--- src/hw/rtl/uvf_pkg.sv ---
// ----------------------------------------------------------------------------
// uvf_pkg: shared types and constants of the unique value FIFO
// Operation and status codes, the reset limit and the cell control word.
// ----------------------------------------------------------------------------
package uvf_pkg;

  // Built depth and register reset value.
  localparam int unsigned DefaultDepth      = 128;
  localparam logic [7:0]  MaxEntriesReset   = 8'd100;

  // Operation requested by an input word.
  typedef enum logic {
    OP_PUSH = 1'b0,
    OP_POP  = 1'b1
  } op_e;

  // Status carried by every result word.
  typedef enum logic [1:0] {
    STATUS_DONE      = 2'd0,
    STATUS_FULL      = 2'd1,
    STATUS_DUPLICATE = 2'd2,
    STATUS_EMPTY     = 2'd3
  } status_e;

  // Control broadcast from the sequencer to every cell of the chain.
  typedef struct packed {
    logic               push;
    logic               pop;
    logic signed [31:0] value;
  } uvf_cell_ctrl_t;

endpackage

--- src/hw/rtl/uvf_cell.sv ---
// ----------------------------------------------------------------------------
// uvf_cell: one storage cell of the FIFO chain
// Holds one entry, compares it against the broadcast value, takes a new
// entry when it is the tail, and takes its right neighbor's entry on a pop.
// ----------------------------------------------------------------------------
module uvf_cell
  import uvf_pkg::*;
(
  input  logic               clk_i,
  input  logic               rst_ni,
  input  uvf_cell_ctrl_t     ctrl_i,
  input  logic               prev_valid_i,
  input  logic               next_valid_i,
  input  logic signed [31:0] next_value_i,
  output logic               valid_o,
  output logic signed [31:0] value_o,
  output logic               match_o
);

  logic               valid_q, valid_d;
  logic signed [31:0] value_q, value_d;

  // A pop shifts the whole chain toward the head; a push fills the first free cell.
  always_comb begin
    valid_d = valid_q;
    value_d = value_q;
    if (ctrl_i.pop) begin
      valid_d = next_valid_i;
      value_d = next_value_i;
    end else if (ctrl_i.push && !valid_q && prev_valid_i) begin
      valid_d = 1'b1;
      value_d = ctrl_i.value;
    end
  end

  always_ff @(posedge clk_i or negedge rst_ni) begin
    if (!rst_ni) begin
      valid_q <= 1'b0;
    end else begin
      valid_q <= valid_d;
    end
  end

  // Entry data needs no reset: it is only seen while the valid bit is set.
  always_ff @(posedge clk_i) begin
    value_q <= value_d;
  end

  // Duplicate detection is local to each cell.
  assign match_o = valid_q && (value_q == ctrl_i.value);
  assign valid_o = valid_q;
  assign value_o = value_q;

endmodule

--- config.mk ---
export PLATFORM = sky130hd
export DESIGN_NAME = uvf_cell
export DESIGN_NICKNAME = d
export VERILOG_FILES = /design/src/hw/rtl/uvf_pkg.sv /design/src/hw/rtl/uvf_cell.sv
export SDC_FILE = /design/constraint.sdc
export NUM_CORES = 1
export LEC_CHECK = 0
export BUFFER_PORTS_ARGS = -buffer_cell sky130_fd_sc_hd__buf_4
export CORE_MARGIN = 4
export CORE_UTILIZATION = 39
export DETAILED_ROUTE_END_ITERATION = 10
export GPL_ROUTABILITY_DRIVEN = 0
export PLACE_DENSITY = 0.85
export SYNTH_ARGS = -nofsm -noshare
export SYNTH_HDL_FRONTEND = slang
export SYNTH_SLANG_ARGS = --single-unit
--- constraint.sdc ---
create_clock -name clk_i -period 2.3 [get_ports clk_i]
set_input_delay 0 -clock clk_i [delete_from_list [all_inputs] [get_ports clk_i]]
set_output_delay 0 -clock clk_i [all_outputs]
set_load 0.05 [all_outputs]
==> results.yml, run 1 <==
die:
  rows: 24
  io_pins: 104
  die_x_um: 74.9
  start_util_pct: 40.1
  coreArea_sq_um: 4350
  die-height_um: 74.9
  dieArea_sq_um: 5610
timing:
  finalClockSkew_ns: 0.00448
  fin_setup_tns_ns: 0
  period_share_pct: 79.0
  slew_viol_final: 0
  fmax_ghz: 0.551
  max_slew_margin_pct: 37.2
  tightest_slew_ns: 0.939
  hold_viol: 0
  period_needed_ns: 1.82
  setup_viol: 0
  rsz0062_at_grt: "false"
power:
  finalPower_mw: 1.64
  vdd_drop_max_uv: 312
  power_density_nw_per_um2: 614
  p_leak_nw: 1.16
synthesis:
  synth_top_area_share_pct: 55.1
  synth_warnings: 0
  synth.area.top_cells: "edfxtp_1, mux2_2, xor2_1"
  yosys.area.top_type: "edfxtp_1"
  avgSynthCellArea_sq_um: 14.9
  synth_cells: 117
  synthDistinctLibCells: 15
  synthesis.nets: 187
  ys_seq_elements: 33
  synthesis.area_sq_um: 1750
  yosysSeqAreaShare_pct: 56.5
global_route:
  grt_pass1_wl_um: 6150
  antenna_found_initial: 0
  grt_max_degree: 35
  overflow: 0
  track_usage_pct: 15.0
  grt_pass1_vias: 1278
drt:
  drc: 0
  avgViaCountPerCell: 4.79
  drt-pass1-iter-count: 4
  via_count: 1333
  avgRoutedWirePerCell_um: 15.5
  drt_iter0_markers: 81
  antenna_left: 0
  routed_wl_um: 4310
worst_setup_path:
  arrival_ns: 1.82
  crit_required_ns: 2.30
  cp-end-kind: "output pin"
  path_delay_family: "simple AND/OR/NAND/NOR gates"
  crit_buf_inv: 1
  critical_path.slowest_cell: "edfxtp_1"
  slowest_delay_ns: 0.40
  path_class: "reg -> out"
  cp_max_fo: 2
  start_kind: "flop"
  worstPathCellList: "xor2_1 -> nor4_1 -> nand4_1 -> nor3_2 -> buf_4"
clock_network:
  cts_buffers: 5
  cts_sinks: 33
  htreeDepth: 2
  cts_resized: 0
  cts.clk_slew.worst_paths_ns: 0.07
  clock_path_buffers: 2
  cts-root-buf: "clkbuf_8"
  clock_latency_ns: 0.28
  cts_tree: "built"
min_path:
  hold_class: "in -> reg"
cells_and_area:
  diodes: 0
  drive_gt1_share_pct: 63.7
  finalNonFillerCells: 278
  final_util_pct: 61.5
  area_growth_pct: 53.4
  final_common_cell: "buf_4"
  final_cell_mix: "buf_4, mux2_2, edfxtp_1"
  nets: 295
run_status:
  status: "finished, final reports clean"
job:
  maxCapViolCount: 0
placement:
  io_buffers: 103
  placed_cells: 268
==> sequential cells by signal, summed over array words and instances (netlist names) <==
signal	count
valid_o	1
value_o	32
==> layout make-up <==
cell class / count / area [sq um]
Fill cell: 369 / 1680
Timing Repair Buffer: 105 / 793
Inverter: 1 / 3.75
Sequential cell: 33 / 986
Clock buffer: 6 / 72.6
Tap cell: 52 / 65.1
Clock inverter: 2 / 10.0
Multi-Input combinational cell: 79 / 747
==> path summary, 6_finish.rpt <==
| kind | startpoint | end | slack [ns] | depth (start not counted) |
|---|---|---|---|---|
| max in group asynchronous | rst_ni | valid_o | 2.18 | 2 |
| worst max register to register | valid_o | value_o[12] | 0.70 | 1 |
| worst min register to register | valid_o | valid_o | 0.65 | 1 |
| worst min-delay path | next_value_i[16] | value_o[16] | 0.02 | 2 |
| min in group asynchronous | rst_ni | valid_o | 0.04 | 2 |
| worst max-delay path | value_o[21] | match_o | 0.48 | 5 |
==> synth_stat cells (all sizes together) <==
library cell  instances
nor3                  2
nor4                  7
nand2                 1
inv                   1
buf                   4
a2bb2oi               1
o21bai                1
mux2                 32
dfrtp                 1
xnor2                 1
edfxtp               32
nand3                 2
nand4                 1
xor2                 31
==> power breakdown <==
part / total, mW / switching [mW] / internal [mW]
Sequential: 0.755 / 0.0327 / 0.723
Combinational: 0.480 / 0.272 / 0.208
Clock: 0.408 / 0.199 / 0.209
==> logic make-up (layout without fill, tap and decap cells) <==
| logic type | count (synthesis) | in the layout | synth area share [%] |
|---|---|---|---|
| flops | 33 | 33 | 56.5 |
| buf+inv | 5 | 114 | 1.36 |
| simple gates | 13 | 13 | 4.52 |
| xor+xnor | 32 | 32 | 16.1 |
| mux | 32 | 32 | 20.6 |
| compound gates | 2 | 2 | 0.932 |
==> stage by stage <==
step | area (sq um) | worst slack, ns | hold slack (ns)
after detailed placement | 2570 | 0.680 | -0.221
after floorplan | 1750 | 0.329 | -0.296
after global routing | 2680 | 0.380 | 0.00817
after global placement | 2570 | 0.730 | -0.221
after CTS | 2670 | 0.453 | 0.00531
final | 2680 | 0.484 | 0.0231
==> layer usage <==
| layer | up-vias | routed length [um] | GRT usage (%) |
|---|---|---|---|
| li1 | 650 | - | - |
| met1 | 617 | 1620 | 18.1 |
| met2 | 64 | 2150 | 25.3 |
| met3 | 2 | 510 | 5.47 |
| met4 | 0 | 24 | 3.56 |
| met5 | - | 0 | 0 |
==> repair_timing <==
action	CTS	global route
hold endpoints to repair	1	1
setup buffers	0	0
hold buffers	1	1
Note: power is estimated with default switching activity, not from simulation.
==> run 2: changes to the inputs <==
Clock period 2.3 ns to 1.57 ns, I/O delays scaled along.
==> run 2 against run 1 <==
The flow now finishes with violations (negative setup slack). Final area increased by 1.8%. Sequential share of layout area fell by 0.61 points. Clock-buffer cell count unchanged. Largest cell class unchanged. Clock power grew 42%. Non-clock buffer count grew 5. Worst setup slack got worse by 0.71 ns. Core utilization up 1.1 points. Final cell count increased by 1.4%. Via count grew 0.30%. Critical endpoint unchanged. Worst hold slack improved by 0.0010 ns. Power up 46%. Critical path type unchanged.
==> results.yml, run 2 (synthesized netlist as in run 1, its figures left out) <==
run_status:
  status: "finished with violations"
  violations: "negative setup slack"
global_route:
  overflow: 0
  grt_pass1_vias: 1469
  grt_pass1_wl_um: 6350
  track_usage_pct: 15.3
  grt_max_degree: 24
  antenna_found_initial: 0
worst_setup_path:
  start_kind: "flop"
  crit_end: "match_o"
  r2r_start: "valid_o"
  arrival_ns: 1.79
  cp-end-kind: "output pin"
  r2r_setup_slack_ns: 0.42
  worstRegToRegCells: 2
  startpoint: "value_o[22]"
  rr_endpoint: "value_o[14]"
  path_class: "reg -> out"
  cp_max_fo: 2
  crit_required_ns: 1.57
cells_and_area:
  final_cell_mix: "buf_4, mux2_2, edfxtp_1"
  diodes: 0
  nets: 300
  area_growth_pct: 56.2
  final_common_cell: "buf_4"
  largest_reg_flops: 32
  drive_gt1_share_pct: 64.8
  fill_cells: 350
drt:
  antenna_left: 0
  drc: 0
  avgViaCountPerCell: 4.74
  via_count: 1337
  drt-pass1-iter-count: 4
  avgRoutedWirePerCell_um: 15.4
  drt_iter0_markers: 71
  routed_wl_um: 4340
placement:
  pre_cts_slack_ns: 0.00213
  io_buffers: 103
  dp_hpwl_um: 3490
power:
  vdd_drop_max_uv: 532
  power_density_nw_per_um2: 881
  finalPower_mw: 2.40
  p_leak_nw: 1.19
die:
  rows: 24
  dieArea_sq_um: 5610
  start_util_pct: 40.1
  coreArea_sq_um: 4350
  io_pins: 104
  die_x_um: 74.9
  die-height_um: 74.9
timing:
  finalClockSkew_ns: 0.00853
  setup_slack_ns: -0.223
  fmax_ghz: 0.558
  rsz0062_at_grt: "true"
  tightest_slew_ns: 0.308
  hold_viol: 0
  slew_viol_final: 0
  max_slew_margin_pct: 79.3
  setup_viol: 1
  period_needed_ns: 1.79
  period_share_pct: 114
clock_network:
  htreeDepth: 2
  cts_buffers: 5
  clock_latency_ns: 0.28
  cts-root-buf: "clkbuf_8"
  cts_tree: "built"
  cts_sinks: 33
  clock_path_buffers: 2
  cts.clk_slew.worst_paths_ns: 0.07
job:
  maxCapViolCount: 0
min_path:
  hold_class: "in -> reg"
## run 2: cell types whose count changed in the layout (fill, tap and decap cells not counted), sizes merged
| cell | change |
|---|---|
| buf | +5 |
| clkinv | -1 |
## run 2: where the power goes
part	total [mW]	internal (mW)	switching, mW
sequential	1.10	1.06	0.0462
combinational	0.718	0.314	0.403
clock	0.580	0.298	0.282
## run 2: worst min-delay path by stage
stage | start | to | slack (ns) | cells past startpoint
after floorplan | rst_ni | valid_o | -0.30 | 0
after global placement | rst_ni | valid_o | -0.22 | 1
after detailed placement | rst_ni | valid_o | -0.22 | 1
after CTS | next_value_i[7] | value_o[7] | 0.01 | 2
after global routing | next_value_i[27] | value_o[27] | 0.007 | 2
final | next_value_i[5] | value_o[5] | 0.02 | 2
## run 2: critical path, stage by stage, from the launching register on
cell and delay [ns]:
edfxtp_1 0.40, xor2_1 0.17, nor4_2 0.29, buf_4 0.15, nand4_1 0.16, nor3_4 0.18, buf_6 0.18
## run 2: layout make-up
type                            instances  area (sq um)  area share (%)
Clock inverter                          1          3.75           0.138
Timing Repair Buffer                  110           835            30.6
Multi-Input combinational cell         79           759            27.9
Inverter                                1          3.75           0.138
Sequential cell                        33           987            36.2
Clock buffer                            6          72.6            2.66
Tap cell                               52          65.1            2.39
## run 2: repair_timing
item	CTS	global route
hold endpoints to repair	2	0
gates cloned	0	0
buffers inserted	0	0
hold buffers	2	0
gates resized for setup	1	1
pin swaps	1	0
endpoints found under the setup margin	1	1
## run 2: per-stage QoR
step                      util (%)  instances  hold slack (ns)  setup TNS (ns)  cell area [sq um]
after global routing          62.6        282          0.00689          -0.348               2730
after floorplan                  -        117           -0.296          -0.166               1760
after CTS                     62.5        282           0.0118          -0.310               2720
final                         62.6        282           0.0241          -0.223               2730
after global placement        60.2        273           -0.223               0               2620
after detailed placement      60.2        273           -0.220               0               2620
## run 2: per-layer routing
layer / vias up / track usage [%] / part of all wire, %
met2: 53 / 27.3 / 54
li1: 662 / - / -
met4: 0 / 4.74 / 1.1
met5: - / 0 / 0
met3: 6 / 6.68 / 9.5
met1: 616 / 16.3 / 36
